### src/hdl/assert_macros.svh
// assertion macros used by priority_task_list
// no dependencies
`ifndef ASSERT_MACROS_SVH
`define ASSERT_MACROS_SVH
`define ASSERT_IMPLIES(lbl, clk, rst_n, a, b) \
	lbl: assert property (@(posedge clk) disable iff (!rst_n) (a) |-> (b)) \
	else $error("assertion failed");
`define ASSERT_NEXT(lbl, clk, rst_n, a, b) \
	lbl: assert property (@(posedge clk) disable iff (!rst_n) (a) |=> (b)) \
	else $error("assertion failed");
`endif

### src/hdl/ptl_pkg.sv
// package for the priority task list: opcodes, widths, cell types
// no dependencies
`timescale 1ns / 1ps
package ptl_pkg;
	localparam int DefSlots = 16;
	localparam int MaxOut = 16;
	localparam logic [2:0] KIND_CREATE = 3'd0;
	localparam logic [2:0] KIND_DESTROY = 3'd1;
	localparam logic [2:0] KIND_RUN = 3'd2;
	localparam logic [2:0] KIND_FIND = 3'd3;
	localparam logic [2:0] KIND_COUNT = 3'd4;
	// cell contents; the list is held in order, position 0 is the head
	typedef struct packed {
		logic vld;
		logic [5:0] slot;
		logic [31:0] handle;
		logic [7:0] prio;
	} entry_t;
	// per-cycle command to every cell
	typedef struct packed {
		logic ins;
		logic del;
		logic shl;
		logic [7:0] prio;
		logic [5:0] slot;
		logic [31:0] handle;
	} cell_cmd_t;
endpackage

### src/hdl/priority_task_list.sv
// channel | signals                          | transfer when
// input   | kind handle prio slot            | start && !busy
// output  | task_slot task_handle ok         | strobe (one cycle,
//         | active_count last                |  no back pressure)
// create, destroy, count, spare kinds and run of an empty list pass through a done
// state before the next transfer; run gives one result a cycle, at most sixteen,
// set by rotating the occupied cells once round.
// find scans the chain one cell a cycle, then strobes a single result.
// reset clears all cells to empty; the receiver cannot stall.
`timescale 1ns / 1ps
`include "assert_macros.svh"
module priority_task_list #(
	parameter int SLOTS = ptl_pkg::DefSlots
) (
	input logic clk,
	input logic arst_n,
	input logic start,
	output logic busy,
	input logic [2:0] kind,
	input logic [31:0] handle,
	input logic [7:0] prio,
	input logic [3:0] slot,
	output logic strobe,
	output logic [3:0] task_slot,
	output logic [31:0] task_handle,
	output logic ok,
	output logic [4:0] active_count,
	output logic last
);
	localparam int CW = $clog2(SLOTS + 1);
	localparam logic [1:0] ST_IDLE = 2'd0;
	localparam logic [1:0] ST_RUN = 2'd1;
	localparam logic [1:0] ST_FIND = 2'd2;
	localparam logic [1:0] ST_DONE = 2'd3;
	logic [1:0] st_q;
	logic [CW-1:0] cnt_q, step_q;
	logic [SLOTS-1:0] used_q;
	logic [31:0] hnd_q;
	logic [5:0] freeslot;
	logic full;
	ptl_pkg::cell_cmd_t cmd;
	ptl_pkg::entry_t ent [SLOTS];
	logic [SLOTS:0] ins_c, del_c;
	logic acc, do_ins, do_del, hd_hit, run_end;
	logic [3:0] slot_res_q;
	logic ok_q, last_q, stb_q;
	logic [31:0] hres_q;
	logic [5:0] fnd_q;
	logic fnd_ok_q;

	assign acc = start && !busy;
	assign busy = (st_q != ST_IDLE);
	always_comb begin
		freeslot = '0;
		full = 1'b1;
		for (int i = SLOTS - 1; i >= 0; i--) begin
			if (!used_q[i]) begin
				freeslot = 6'(i);
				full = 1'b0;
			end
		end
	end
	assign do_ins = acc && kind == ptl_pkg::KIND_CREATE && !full;
	assign do_del = acc && kind == ptl_pkg::KIND_DESTROY && 32'(slot) < SLOTS
		&& used_q[slot];
	assign ins_c[0] = 1'b0;
	assign del_c[0] = 1'b0;
	assign cmd.ins = do_ins;
	assign cmd.del = do_del;
	// rotation during run and find walks the chain past cell 0
	assign cmd.shl = (st_q == ST_RUN) || (st_q == ST_FIND && step_q != cnt_q);
	assign cmd.prio = prio;
	assign cmd.slot = do_ins ? freeslot : 6'(slot);
	assign cmd.handle = handle;
	genvar g;
	generate
		for (g = 0; g < SLOTS; g++) begin : g_cell
			ptl_pkg::entry_t lft, rgt, nbr;
			if (g == 0) assign lft = ent[0];
			else assign lft = ent[g-1];
			if (g == SLOTS - 1) assign nbr = '0;
			else assign nbr = ent[g+1];
			// rotation wraps head to the last occupied cell; deletion shifts in empty
			assign rgt = (cmd.shl && cnt_q == CW'(g + 1)) ? ent[0] : nbr;
			ptl_cell u_cell (
				.clk(clk), .arst_n(arst_n), .cmd(cmd), .left(lft), .right(rgt),
				.left_ins(ins_c[g]), .left_del(del_c[g]),
				.here_ins(ins_c[g+1]), .here_del(del_c[g+1]), .ent(ent[g])
			);
		end
	endgenerate
	assign hd_hit = ent[0].vld && ent[0].handle == hnd_q;
	assign run_end = (step_q == cnt_q - 1'b1) || (32'(step_q) == ptl_pkg::MaxOut - 1);

	always_ff @(posedge clk or negedge arst_n) begin
		if (!arst_n) begin
			st_q <= ST_IDLE;
			cnt_q <= '0;
			step_q <= '0;
			used_q <= '0;
			stb_q <= 1'b0;
			fnd_ok_q <= 1'b0;
		end else begin
			stb_q <= 1'b0;
			if (do_ins) begin
				used_q[freeslot[$clog2(SLOTS)-1:0]] <= 1'b1;
				cnt_q <= cnt_q + 1'b1;
			end
			if (do_del) begin
				used_q[slot] <= 1'b0;
				cnt_q <= cnt_q - 1'b1;
			end
			case (st_q)
				ST_IDLE: begin
					if (acc) begin
						step_q <= '0;
						fnd_ok_q <= 1'b0;
						if (kind == ptl_pkg::KIND_RUN && cnt_q != '0) st_q <= ST_RUN;
						else if (kind == ptl_pkg::KIND_FIND) st_q <= ST_FIND;
						else begin
							st_q <= ST_DONE;
							stb_q <= 1'b1;
						end
					end
				end
				ST_RUN: begin
					// results past the sixteenth are not strobed while the rotation finishes
					stb_q <= (32'(step_q) < ptl_pkg::MaxOut);
					step_q <= step_q + 1'b1;
					// full rotation needed to restore order, even past 16
					if (step_q == cnt_q - 1'b1) st_q <= ST_DONE;
				end
				ST_FIND: begin
					step_q <= step_q + 1'b1;
					if (hd_hit && (!fnd_ok_q || ent[0].slot < fnd_q))
						fnd_ok_q <= 1'b1;
					if (step_q == cnt_q) begin
						st_q <= ST_DONE;
						stb_q <= 1'b1;
					end
				end
				ST_DONE: st_q <= ST_IDLE;
				default: st_q <= ST_IDLE;
			endcase
		end
	end
	// payload registers
	always_ff @(posedge clk) begin
		if (acc) begin
			hnd_q <= handle;
			slot_res_q <= do_ins ? freeslot[3:0] : 4'd0;
			ok_q <= do_ins;
			hres_q <= '0;
			last_q <= 1'b1;
		end
		if (st_q == ST_RUN) begin
			slot_res_q <= ent[0].slot[3:0];
			hres_q <= ent[0].handle;
			ok_q <= 1'b1;
			last_q <= run_end;
		end
		if (st_q == ST_FIND) begin
			if (hd_hit && (!fnd_ok_q || ent[0].slot < fnd_q)) fnd_q <= ent[0].slot;
			if (step_q == cnt_q) begin
				ok_q <= fnd_ok_q;
				slot_res_q <= fnd_ok_q ? fnd_q[3:0] : 4'd0;
				hres_q <= '0;
				last_q <= 1'b1;
			end
		end
	end
	assign strobe = stb_q;
	assign task_slot = slot_res_q;
	assign task_handle = hres_q;
	assign ok = ok_q;
	assign active_count = 5'(cnt_q);
	assign last = last_q;

	`ASSERT_IMPLIES(a_cnt_bound, clk, arst_n, 1'b1, 32'(cnt_q) <= SLOTS)
	`ASSERT_IMPLIES(a_cnt_used, clk, arst_n, 1'b1, 32'($countones(used_q)) == 32'(cnt_q))
	`ASSERT_NEXT(a_done_idle, clk, arst_n, st_q == ST_DONE, st_q == ST_IDLE)
endmodule

### src/hdl/ptl_cell.sv
// one list position of the sorted chain
// depends on ptl_pkg
`timescale 1ns / 1ps
module ptl_cell (
	input logic clk,
	input logic arst_n,
	input ptl_pkg::cell_cmd_t cmd,
	input ptl_pkg::entry_t left,
	input ptl_pkg::entry_t right,
	input logic left_ins,
	input logic left_del,
	output logic here_ins,
	output logic here_del,
	output ptl_pkg::entry_t ent
);
	ptl_pkg::entry_t ent_q;
	logic gt, hit;
	assign ent = ent_q;
	assign gt = ent_q.vld && (cmd.prio < ent_q.prio);
	assign hit = ent_q.vld && (ent_q.slot == cmd.slot);
	// insert point: first entry with greater priority, or first empty one
	assign here_ins = left_ins || gt || !ent_q.vld;
	assign here_del = left_del || hit;
	always_ff @(posedge clk or negedge arst_n) begin
		if (!arst_n) begin
			ent_q.vld <= 1'b0;
			ent_q.slot <= '0;
			ent_q.handle <= '0;
			ent_q.prio <= '0;
		end else if (cmd.ins && here_ins) begin
			if (left_ins) ent_q <= left;
			else ent_q <= '{1'b1, cmd.slot, cmd.handle, cmd.prio};
		end else if ((cmd.del && here_del) || cmd.shl) begin
			ent_q <= right;
		end
	end
endmodule

### config.mk
export PLATFORM = sky130hd
export DESIGN_NAME = priority_task_list
export DESIGN_NICKNAME = d
export VERILOG_FILES = /design/src/hdl/ptl_pkg.sv /design/src/hdl/priority_task_list.sv /design/src/hdl/ptl_cell.sv
export VERILOG_INCLUDE_DIRS = /design/src /design/src/hdl
export SDC_FILE = /design/constraint.sdc
export NUM_CORES = 2
export LEC_CHECK = 0
export BUFFER_PORTS_ARGS = -buffer_cell sky130_fd_sc_hd__buf_2
export CAP_MARGIN = 20
export CORE_ASPECT_RATIO = 1.2
export CORE_MARGIN = 3
export CORE_UTILIZATION = 28
export DETAILED_ROUTE_END_ITERATION = 8
export GPL_TIMING_DRIVEN = 0
export HOLD_SLACK_MARGIN = 0.1
export PLACE_DENSITY = 0.41
export SLEW_MARGIN = 0
export SYNTH_ARGS = -nofsm -noshare
export SYNTH_HDL_FRONTEND = slang
export SYNTH_SLANG_ARGS = --single-unit
### constraint.sdc
create_clock -name clk -period 3.58 [get_ports clk]
set_input_delay 0.179 -clock clk [delete_from_list [all_inputs] [get_ports clk]]
set_output_delay 0.179 -clock clk [all_outputs]
set_load 0.01 [all_outputs]
==> PnR_summary.wiki <==
{| class="wikitable"
! Metric !! Value
|-
| Total of warnings raised by yosys || 0
|-
| Clock skew || 0.0392 ns
|-
| Number of design rule violations left after detail routing || 0
|-
| Post-layout minimum cycle time || 4.44 ns
|-
| Max frequency || 0.225 GHz
|-
| Pwr Total || a little under 70 mW
|-
| Overall routing resource usage || 31.4%
|-
| Share of async-settable or async-resettable flops after synthesis || 91.1%
|-
| Vias in the first global route || 57300
|-
| Detail-routed via count per cell || 5.73
|-
| Remaining global-route overflow || 0
|-
| Worst vdd ir || 524 uV
|-
| Pin slew with the least headroom to its limit || 1.30 ns
|-
| Layout Nets || 7613
|-
| Die width || 422 um
|-
| Starting utilization of the core area || 28.2%
|-
| Final weighted congestion in routability-driven placement || 0.991
|-
| Rows || 182
|-
| Cell area after synthesis || approximately 0.058 mm^2
|-
| Max clock buf depth || 3
|-
| Overall die area || ~0.21 mm^2
|-
| Pre-CTS setup slack || -4.65 ns
|-
| Launching element of the worst setup path || st_q[1]
|-
| Sequential-to-total area share from yosys stat || between 30 and 40%
|-
| Clk root buf || sky130_fd_sc_hd__clkbuf_16
|-
| Most frequently used flop master after synthesis || sky130_fd_sc_hd__dfrtp_1
|-
| Slew headroom || 13.5%
|-
| Type of the tightest min-delay check || input pin to async pin
|-
| Max-cap violation count || 0
|-
| Setup-violating endpoint count in the final report || 756
|-
| Final period utilization || 124%
|-
| Worst-path cell with the longest stage delay || sky130_fd_sc_hd__or3_1
|-
| First-pass GRT wire length || between 400 and 500 mm
|-
| Post-synth EDFFs || 38
|-
| Synthesized Nets || about 7000
|-
| Data arrival time at the worst-slack endpoint || 5.10 ns
|-
| Buffers added on ports || 91
|-
| R2r worst-path depth || 23
|-
| WP data required || roughly 4.2 ns
|-
| Buffers & Inverters on Critical Path || 11
|-
| Critical Path Max Stage Delay || 0.42 ns
|-
| Number of levels the H-tree was split into || 3
|-
| CTS tree || built
|-
| Most common library cell in the layout ignoring fill and taps || sky130_fd_sc_hd__nand2_1
|-
| Chip height || 505 um
|-
| Worst-path maximum fanout || 8
|-
| Synthesized netlist cell count || 6951
|-
| Run status || finished with violations
|-
| Number of filler cells placed in the layout || 21400
|-
| Final-report max-slew violation count || 0
|-
| CP Class || register to register
|-
| Unrepaired setup endpoints after global routing || true
|-
| Layout cell share with drive strength beyond 1 || between 20% and 30%
|-
| Unique masters post-synth || between 90 and 100
|-
| Number of iterations in the first detailed-routing pass || 8
|-
| Via count || 59100
|-
| Kind of start point of the critical path || register
|-
| Mean cell area of the mapped netlist || approximately 8.3 um^2
|-
| Synth top area share || about a third
|-
| Final worst setup slack || -0.865 ns
|-
| Violations in the final reports || setup timing
|-
| Cell type with the largest total area after synthesis || sky130_fd_sc_hd__dfrtp_1
|-
| Leakage power total || 32.3 nW
|-
| Average wire per standard cell || between 30 and 40 um
|-
| Fin. Hold Viols || 0
|-
| Leading post-synthesis cells by cell area || sky130_fd_sc_hd__dfrtp_1, sky130_fd_sc_hd__mux2_2, sky130_fd_sc_hd__nand2_1, sky130_fd_sc_hd__mux2i_1, sky130_fd_sc_hd__o21ai_0
|-
| Count of nets left with antenna violations after detail routing || 0
|-
| Clock latency on the worst-skew pair || approximately 0.80 ns
|-
| Setup slack of the worst register-to-register path || -0.86 ns
|-
| List of cells traversed by the critical path || inv_2 > ha_4 > nand4bb_4 > or2_1 > buf_6 > a31oi_4 > buf_4 > buf_6 > o211ai_1 > or3_1 > a211o_1 > buf_6 > buf_6 > nand4_1 > buf_4 > o31ai_4 > and3_4 > clkbuf_16 > buf_12 > clkbuf_8 > buf_12 > nand2_1 > o21ai_0
|-
| Commonest cells after routing, fill and taps aside || sky130_fd_sc_hd__nand2_1, sky130_fd_sc_hd__dfrtp_1, sky130_fd_sc_hd__o21ai_0
|-
| Cell type with the highest occurrence count on the critical path || sky130_fd_sc_hd__buf_6
|-
| Register bit total from synthesis || 858
|-
| Antenna violations before repair || 23
|-
| Routed wire length || 350 mm
|-
| Maximum number of pins on one net before global-route repair || 101
|-
| Area grow syn2layout || 25.4%
|-
| Num CTS Buffers || 111
|-
| Clock-pin slew on the worst setup and hold paths || 0.06 ns
|-
| Iter 0 DRT Violations || 5816
|-
| CP endpoint kind || register
|-
| Kind of cell adding the most delay to the critical path || buffers and inverters
|-
| Clock tree sinks || roughly 860
|-
| Worst R2R Start || st_q[1]
|-
| Power per cell area || 930 mW/mm^2
|-
| Placeable core region || 0.206 mm^2
|-
| Post-DP HPWL || 261 mm
|-
| Endpoint of the lowest-slack register-to-register path || g_cell[6].u_cell.ent[28]
|-
| Ports placed on the boundary || 95
|}
## sequential cells by signal, indices dropped and copies added (netlist names)
register           flops
task_slot              4
step_q                 5
used_q                16
active_count           5
g_cell.u_cell.ent    752
hnd_q                 32
fnd_ok_q               1
ok                     1
task_handle           32
strobe                 1
fnd_q                  6
last                   1
st_q                   2
## per-layer routing
metal	share of wire, %	up-vias	global-route usage, %
li1	-	25500	-
met1	39	29800	37.5
met2	45	2749	49.7
met3	7.3	956	6.04
met4	9.3	12	24.1
met5	0.058	-	0
## final cells by class
| cell class | instances | area (um^2) | area share, % |
|---|---|---|---|
| Sequential cell | 858 | 21500 | 29.5 |
| Clock inverter | 26 | 394 | 0.541 |
| Antenna cell | 17 | 42.5 | 0.0584 |
| Inverter | 188 | 772 | 1.06 |
| Multi-Input combinational cell | 5221 | 34400 | 47.2 |
| Buffer | 671 | 4290 | 5.90 |
| Clock buffer | 182 | 3440 | 4.72 |
| Timing Repair Buffer | 382 | 4550 | 6.25 |
| Tap cell | 2760 | 3450 | 4.74 |
## worst max path at each step
stage / slack (ns) / cells after the start / end
final: -0.86 / 23 / g_cell[6].u_cell.ent[28]
after global routing: -0.98 / 18 / g_cell[10].u_cell.ent[25]
after CTS: -0.85 / 19 / g_cell[14].u_cell.ent[23]
after detailed placement: -4.65 / 13 / g_cell[3].u_cell.ent[4]
after global placement: -17.99 / 1 / g_cell[15].u_cell.ent[30]
after floorplan: -0.01 / 17 / g_cell[10].u_cell.ent[0]
## where the power goes
group	internal, mW	leakage, nW	switching (mW)
registers	13.3	11.0	3.37
logic	15.7	19.4	23.1
clock network	7.10	1.87	5.15
total	36.1	32.3	31.6
## cells in the mapped netlist, drive strengths merged (113+ instances only)
master  count
a211oi    132
a21oi     363
a31oi     147
buf       129
clkbuf    555
dfrtp     782
ha        130
inv       181
mux2      499
mux2i     415
nand2    1266
nand3     313
nor2      426
o211ai    113
o21ai     594
## through the flow
step | hold slack, ns | area (um^2) | instances | util, % | TNS [ns]
final | 0.136 | 72800 | 10300 | 35.4 | -457.83
after global routing | 0.193 | 72800 | 10300 | 35.4 | -535.49
after CTS | 0.144 | 69800 | 10200 | 33.9 | -455.17
after detailed placement | 0.260 | 63500 | 9880 | 30.9 | -2264.94
after global placement | 0.460 | 62000 | 9802 | 30.2 | -
after floorplan | -0.117 | 58100 | 6951 | - | -0.0334
## what timing repair did
action                                  4_1_cts  5_1_grt
hold endpoints to repair                    557        0
hold buffers                                 45        0
pin swaps                                    27       43
endpoints found under the setup margin      766      759
resized for setup                           502      626
setup buffers                                59       87
gates cloned                                  2       20
## cells by family after synthesis
| logic type | Yosys count | synth area share, % |
|---|---|---|
| buffers and inverters | 872 | 6.03 |
| muxes | 918 | 17.0 |
| AOI/OAI and AO/OA | 1665 | 17.5 |
| DFF | 858 | 37.0 |
| and+or+nand+nor | 2393 | 18.0 |
| adders and majority gates | 130 | 2.80 |
| xor gates and xnor gates | 115 | 1.74 |
## worst min-delay path, stage by stage
cell	delay, ns
sky130_fd_sc_hd__dlygate4sd3_1	0.56
sky130_fd_sc_hd__buf_8	0.23
sky130_fd_sc_hd__buf_16	0.34
(Power assumes the default switching activity.)
